`src/hdl/mmstr_pkg.sv`:
```
// ----------------------------------------------------------------------------
// Modular matrix multiplier package
// Shared types, codes and constants of the modular matrix multiplier.
// ----------------------------------------------------------------------------
package mmstr_pkg;

	localparam int MAX_DIM_DEF   = 16;
	localparam int ELEM_BITS_DEF = 32;
	localparam int SMALL_LIMIT   = 4;
	localparam int DIM_BITS      = 5;
	localparam int IDX_BITS      = 4;

	typedef enum logic [1:0] {
		OP_WRITE_A = 2'd0,
		OP_WRITE_B = 2'd1,
		OP_COMPUTE = 2'd2,
		OP_READ_C  = 2'd3
	} op_t;

	typedef enum logic [1:0] {
		REG_MODULUS = 2'd0,
		REG_ROWS    = 2'd1,
		REG_INNER   = 2'd2,
		REG_COLS    = 2'd3
	} reg_idx_t;

	typedef enum logic [3:0] {
		ST_IDLE,
		ST_RED_START,
		ST_RED_WAIT,
		ST_WR_STORE,
		ST_MAC_RD,
		ST_MAC_LOAD,
		ST_RED_A_WAIT,
		ST_MAC_START,
		ST_MAC_WAIT,
		ST_MAC_ACC,
		ST_C_WRITE,
		ST_RD_C,
		ST_RD_OUT,
		ST_OUT_HOLD
	} state_t;

	// Commands from controller to datapath.
	typedef struct packed {
		logic in_load;     // Capture the input position and value.
		logic red_start;   // Start reduction of the input value.
		logic store_a;     // Store reduced value in A.
		logic store_b;     // Store reduced value in B.
		logic mac_read;    // Read A and B at current indices.
		logic mac_load;    // Start reduction of the A operand.
		logic mac_start;   // Start modular multiply.
		logic acc_clear;   // Clear the accumulator.
		logic acc_add;     // Add product into accumulator.
		logic c_write;     // Write accumulator into C.
		logic c_read;      // Read C at input position.
		logic out_load;    // Load output register.
	} cmd_t;

	typedef struct packed {
		logic red_done;
		logic mul_done;
	} status_t;

endpackage

```
`src/hdl/mmstr_ctrl.sv`:
```
// ----------------------------------------------------------------------------
// Modular matrix multiplier controller
// Sequences writes, the product loops and reads over the datapath.
// ----------------------------------------------------------------------------
module mmstr_ctrl import mmstr_pkg::*; (
	input  logic                clk,
	input  logic                arst_n,
	input  logic                in_valid,
	output logic                in_ready,
	input  logic [1:0]          in_op,
	output logic                out_valid,
	input  logic                out_ready,
	input  logic [DIM_BITS-1:0] dim_a,
	input  logic [DIM_BITS-1:0] dim_b,
	input  logic [DIM_BITS-1:0] dim_c,
	input  status_t             status,
	output cmd_t                cmd,
	output logic [IDX_BITS-1:0] i_idx,
	output logic [IDX_BITS-1:0] j_idx,
	output logic [IDX_BITS-1:0] l_idx
);

	state_t state_q, state_d;
	op_t    op_q;
	logic [IDX_BITS-1:0] i_q, j_q, l_q;
	logic last_l, last_j, last_i;

	assign i_idx = i_q;
	assign j_idx = j_q;
	assign l_idx = l_q;
	assign last_l = ({1'b0, l_q} + 1'b1) >= dim_b;
	assign last_j = ({1'b0, j_q} + 1'b1) >= dim_c;
	assign last_i = ({1'b0, i_q} + 1'b1) >= dim_a;

	always_comb begin
		state_d = state_q;
		case (state_q)
			ST_IDLE: begin
				if (in_valid) begin
					case (op_t'(in_op))
						OP_WRITE_A, OP_WRITE_B: state_d = ST_RED_START;
						OP_COMPUTE:             state_d = ST_MAC_RD;
						default:                state_d = ST_RD_C;
					endcase
				end
			end
			ST_RED_START: state_d = ST_RED_WAIT;
			ST_RED_WAIT:  if (status.red_done) state_d = ST_WR_STORE;
			ST_WR_STORE:  state_d = ST_IDLE;
			ST_MAC_RD:    state_d = ST_MAC_LOAD;
			ST_MAC_LOAD:  state_d = ST_RED_A_WAIT;
			ST_RED_A_WAIT: if (status.red_done) state_d = ST_MAC_START;
			ST_MAC_START: state_d = ST_MAC_WAIT;
			ST_MAC_WAIT:  if (status.mul_done) state_d = ST_MAC_ACC;
			ST_MAC_ACC:   state_d = last_l ? ST_C_WRITE : ST_MAC_RD;
			ST_C_WRITE:   state_d = (last_i && last_j) ? ST_IDLE : ST_MAC_RD;
			ST_RD_C:      state_d = ST_RD_OUT;
			ST_RD_OUT:    state_d = ST_OUT_HOLD;
			ST_OUT_HOLD:  if (out_ready) state_d = ST_IDLE;
			default:      state_d = ST_IDLE;
		endcase
	end

	always_comb begin
		cmd       = '0;
		in_ready  = 1'b0;
		out_valid = 1'b0;
		case (state_q)
			ST_IDLE: begin
				in_ready      = 1'b1;
				cmd.in_load   = 1'b1;
				cmd.acc_clear = 1'b1;
			end
			ST_RED_START: cmd.red_start = 1'b1;
			ST_WR_STORE: begin
				cmd.store_a = (op_q == OP_WRITE_A);
				cmd.store_b = (op_q == OP_WRITE_B);
			end
			ST_MAC_RD:    cmd.mac_read  = 1'b1;
			ST_MAC_LOAD:  cmd.mac_load  = 1'b1;
			ST_MAC_START: cmd.mac_start = 1'b1;
			ST_MAC_ACC:   cmd.acc_add   = 1'b1;
			ST_C_WRITE: begin
				cmd.c_write   = 1'b1;
				cmd.acc_clear = 1'b1;
			end
			ST_RD_C:      cmd.c_read    = 1'b1;
			ST_RD_OUT:    cmd.out_load  = 1'b1;
			ST_OUT_HOLD:  out_valid     = 1'b1;
			default:      cmd = '0;
		endcase
	end

	always_ff @(posedge clk or negedge arst_n) begin
		if (!arst_n) begin
			state_q <= ST_IDLE;
			op_q    <= OP_WRITE_A;
			i_q     <= '0;
			j_q     <= '0;
			l_q     <= '0;
		end else begin
			state_q <= state_d;
			if (state_q == ST_IDLE && in_valid) begin
				op_q <= op_t'(in_op);
				i_q  <= '0;
				j_q  <= '0;
				l_q  <= '0;
			end else if (state_q == ST_MAC_ACC) begin
				l_q <= last_l ? '0 : l_q + 1'b1;
			end else if (state_q == ST_C_WRITE) begin
				if (last_j) begin
					j_q <= '0;
					i_q <= i_q + 1'b1;
				end else begin
					j_q <= j_q + 1'b1;
				end
			end
		end
	end

endmodule

```
`config.mk`:
```
export PLATFORM = sky130hd
export DESIGN_NAME = mmstr_ctrl
export DESIGN_NICKNAME = d
export VERILOG_FILES = /design/src/hdl/mmstr_pkg.sv /design/src/hdl/mmstr_ctrl.sv
export SDC_FILE = /design/constraint.sdc
export NUM_CORES = 1
export LEC_CHECK = 0
export ABC_AREA = 1
export BUFFER_PORTS_ARGS = -buffer_cell sky130_fd_sc_hd__buf_2
export CELL_PAD_IN_SITES_DETAIL_PLACEMENT = 1
export CELL_PAD_IN_SITES_GLOBAL_PLACEMENT = 1
export CORE_UTILIZATION = 38
export CTS_CLUSTER_DIAMETER = 100
export DETAILED_ROUTE_END_ITERATION = 16
export MAX_ROUTING_LAYER = met4
export PLACE_DENSITY = 0.83
export SLEW_MARGIN = 15
export SYNTH_ARGS = -nofsm -noshare
export SYNTH_HDL_FRONTEND = slang
export SYNTH_SLANG_ARGS = --single-unit
```
`constraint.sdc`:
```
create_clock -name clk -period 3.2 [get_ports clk]
set_input_delay 0.64 -clock clk [delete_from_list [all_inputs] [get_ports clk]]
set_output_delay 0.64 -clock clk [all_outputs]
set_load 0.1 [all_outputs]
```
-- After elaboration in Yosys (flattened, before gate mapping)
Index checks and enable logic that the tools add are counted.
W data, S select, Z words.
- add/sub/neg operators: 6
- magnitude comparators: 3
- eq/ne operators: 22
- mux-type cells: 32
- reductions and logical operators: 13
- operators with widths (operator ; count):
    $mux W4 ; 17
    $pmux W4 S13 ; 1
    $eq A4 B4 Y1 const B ; 6
    $eq A4 B3 Y1 const B ; 4
    $add A4 B1 Y5 const B ; 3
    $ge A5 B5 Y1 ; 3
    $add A4 B1 Y4 const B ; 3
    $ne A2 B2 Y1 const B ; 6
    $mux W1 ; 11
    $eq A4 B2 Y1 const B ; 2
    $pmux W4 S2 ; 1
    $reduce_bool A2 Y1 ; 3
    $reduce_and A5 Y1 ; 1
    $eq A2 B1 Y1 const B ; 2
    $eq A4 B1 Y1 const B ; 1
    $logic_not A2 Y1 ; 2
    $logic_not A4 Y1 ; 1
    $reduce_or A2 Y1 ; 2
    $mux W3 ; 1
    $reduce_and A3 Y1 ; 1
    $eq A2 B2 Y1 const B ; 1
    $logic_and A1 B1 Y1 ; 2
    $mux W2 ; 1
    $reduce_and A2 Y1 ; 1
- register bits after elaboration: 18
- input port bits: 23
- output and inout bits: 26
- word-level logic and storage cells: 81

-- Logic depth before layout (Yosys ltp)
- depth after elaboration: 6
- mapped depth: 13
- mapped depth without buffers: 13

-- Least setup slack after synthesis
Ideal clock, no wire load.
- path type: register -> output
- start: register state_q[3]
- end: output port cmd[8] (netlist bit)
- arrival time: 2.888 ns
- required time: 2.560 ns
- slack: -0.328 ns
- cell stages (with the launch flop): 4
- buffers on the path: 0
- path through: dfrtp_1 -> nor2_2 -> nand2_1 -> nor3b_1
- RTL lines (what ; RTL line ; text):
    start, declared ; mmstr_ctrl.sv:23 ; state_t state_q, state_d;
    start signal, assigned ; mmstr_ctrl.sv:102 ; state_q <= state_d;
    end, declared ; mmstr_ctrl.sv:17 ; output cmd_t cmd,

==> results.py <==
metrics = {
    "logic_synthesis": {
        "yosys_warnings": 0,
        "syn_area_um2": 1555,
        "syn_area_per_cell_um2": 6.675,
        "yosysTopAreaCellShare_pct": 28.96,
        "synth_seq_cells": 18,
        "ys_seq_area_share_pct": 28.96,
        "syn_inst": 233,
        "yosys.cell_types.count": 27,
        "synth.top_cells.by_area": "dfrtp_1 29%, nand2_1 19%, ha_1 14%, inv_1 11%, nor2_1 4.6%",
        "synth_edf_count": 0,
        "synth_most_common_cell": "nand2_1",
        "synth_fp_nets": 274,
        "synth_top_area_cell": "dfrtp_1",
        "async_reset_ff_share_pct": 100.0,
        "synth_flop_cell": "dfrtp_1",
        "yosys-top-cells-count": "77 x nand2_1, 46 x inv_1, 19 x nor2_1, 18 x dfrtp_1, 18 x ha_1",
    },
    "global_route": {
        "grt_busiest_layer": "met2",
        "grt_max_degree": 19,
        "met1_usage_pct": 25.24,
        "grt_pass1_vias": 1652,
        "grt.total_usage_pct": 20.94,
        "met2_usage_pct": 38.65,
        "grt-ovfl-total": 0,
        "grt_pass1_wl_um": 6962,
        "grtUsageMet3_pct": 1.552,
        "antenna_found_initial": 0,
    },
    "setup_path": {
        "crit_required_ns": 2.56,
        "cp.arrival_ns": 1.70,
        "critPathCaptureType": "output port",
        "crit_path_max_fanout": 6,
        "critPathLaunchType": "register",
        "cpPeakStageDelay_ns": 0.46,
        "slowest_stage": "dfrtp_1",
        "cp_cell_sequence": "nor2_2, nand2_1, nor3b_2, buf_2",
        "critPathKind": "reg2out",
    },
    "timing": {
        "hold_violations": 0,
        "setup-tns-final_ns": 0,
        "finalMaxSlewViolations": 0,
        "fin_hold_ws_ns": 0.3250,
        "period_needed_ns": 2.335,
        "worst_pin_slew_ns": 0.5044,
        "setup-violations-final": 0,
        "finClkSkew_ns": 0.004023,
        "rsz0062_at_grt": "no",
        "relSlewSlack_pct": 66.60,
        "period_share_pct": 72.98,
        "max_freq_ghz": 0.4282,
    },
    "power": {
        "leakage_uw": 0.001242,
        "powerDensity_nw_per_um2": 910.8,
        "finalPower_uw": 1724,
        "ir_drop_uv": 457.3,
    },
    "routing": {
        "routedWlPerCell_um": 11.96,
        "routed_wl_um": 3946,
        "drtPass1Iterations": 4,
        "vias": 1572,
        "drc": 0,
        "vias_per_cell": 4.764,
        "drt.antenna.violating_nets": 0,
        "dr.first_iter.drc_count": 60,
    },
    "clock_network": {
        "post_cts_buffers": 0,
        "post_cts_resized": 0,
        "clk_latency_ns": 0.25,
        "cts_buffers": 3,
        "clkTransAtPathRegs_ns": 0.07,
        "clock_path_buffers": 2,
        "cts-htree-levels": 1,
        "numClockSinks": 18,
        "cts_tree": "done",
        "root_buffer": "clkbuf_8",
        "cts-hold-fix-buffers": 0,
    },
    "hold_path": {
        "hold_class": "in2async",
    },
    "floorplan": {
        "die_area_um2": 4353,
        "die_x_um": 65.98,
        "num_rows": 22,
        "io_pins": 49,
        "die_h_um": 65.98,
        "initial_core_util_pct": 40.94,
        "core_area_um2": 3799,
    },
    "placement": {
        "post-place-cells": 327,
        "dp_hpwl_um": 3355,
        "portBuffers": 48,
        "gp_congestion": 0.8051,
    },
    "run_status": {
        "run_status": "completed",
    },
    "layout": {
        "syn_to_final_growth_pct": 21.72,
        "nFillCells": 549,
        "drive_above_1_share_pct": 23.05,
        "nets": 325,
        "post-route-util_pct": 49.84,
        "final_cells": 330,
        "antennaDiodeCount": 0,
    },
    "job": {
        "cap_violations": 0,
    },
}
==> layout make-up <==
| type | count | area (um^2) | area share (%) |
|---|---|---|---|
| timing repair buffer | 48 | 240.2 | 12.69 |
| clock buffer | 3 | 41.29 | 2.181 |
| inverter | 48 | 180.2 | 9.518 |
| sequential | 18 | 450.4 | 23.79 |
| multi-input combinational | 165 | 920.9 | 48.64 |
| tap | 48 | 60.06 | 3.172 |
==> registers in the layout, summed over array words and instances (netlist names) <==
signal and flops:
i_idx 4, j_idx 4, l_idx 4, state_q 4, op_q 2
==> per-stage QoR <==
stage	cell area (um^2)	setup WS, ns
2_1_floorplan	1570	0.6235
3_3_place_gp	1852	1.182
3_5_place_dp	1852	1.157
4_1_cts	1893	0.8628
5_1_grt	1893	0.7024
6_report	1893	0.8646
==> metal layers <==
metal / routed length [um] / up-vias / share of wire [%]
li1: - / 809 / -
met1: 1814 / 730 / 46
met2: 1967 / 31 / 50
met3: 151 / 2 / 3.8
met4: 12 / 0 / 0.30
met5: 0 / - / 0
==> kinds of logic (layout without fill, tap and decap cells) <==
logic type | after synthesis | count (layout) | share of synthesized area (%)
simple gates | 124 | 124 | 33.55
buf+inv | 50 | 99 | 12.79
fa+ha+maj | 18 | 18 | 14.48
flops | 18 | 18 | 28.96
compound gates | 17 | 17 | 6.839
xor+xnor | 6 | 6 | 3.379
==> cell usage in the layout, fill, tap and decap left out, types with 2 or more instances in the layout <==
cell	n
nor2_2	3
a21oi_1	4
nor3_2	2
nand2_2	2
nor2_1	19
inv_2	2
nand2_1	77
buf_2	48
dfrtp_1	18
o21ai_1	3
nand3_1	14
xor2_1	6
ha_1	18
clkbuf_8	3
o21ai_0	5
inv_1	46
==> worst paths after layout <==
check	start	end	slack [ns]	cells after the start
worst min register to register	i_idx[3]$_DFFE_PN0P_	i_idx[3]$_DFFE_PN0P_	0.52	2
min in group clk	i_idx[3]$_DFFE_PN0P_	i_idx[3]$_DFFE_PN0P_	0.52	2
max in group asynchronous	arst_n	j_idx[1]$_DFFE_PN0P_	2.57	1
worst min-delay path	arst_n	state_q[3]$_DFFE_PN0P_	0.32	1
worst max-delay path	state_q[2]$_DFFE_PN0P_	cmd[8]	0.86	4
worst max register to register	j_idx[0]$_DFFE_PN0P_	j_idx[0]$_DFFE_PN0P_	1.19	9
==> power breakdown <==
group          total [uW]  internal [uW]  switching [uW]
Sequential            379            293            86.0
Clock                 163           83.7            78.9
Combinational        1180            243             940
==> worst max-delay path, delay by kind of cell, from the launching register on <==
kind,cells,cell delay (ns)
and+or+nand+nor,3,0.54
DFF,1,0.46
buffers and inverters,1,0.44
Note: power is estimated with default switching activity, not from simulation.
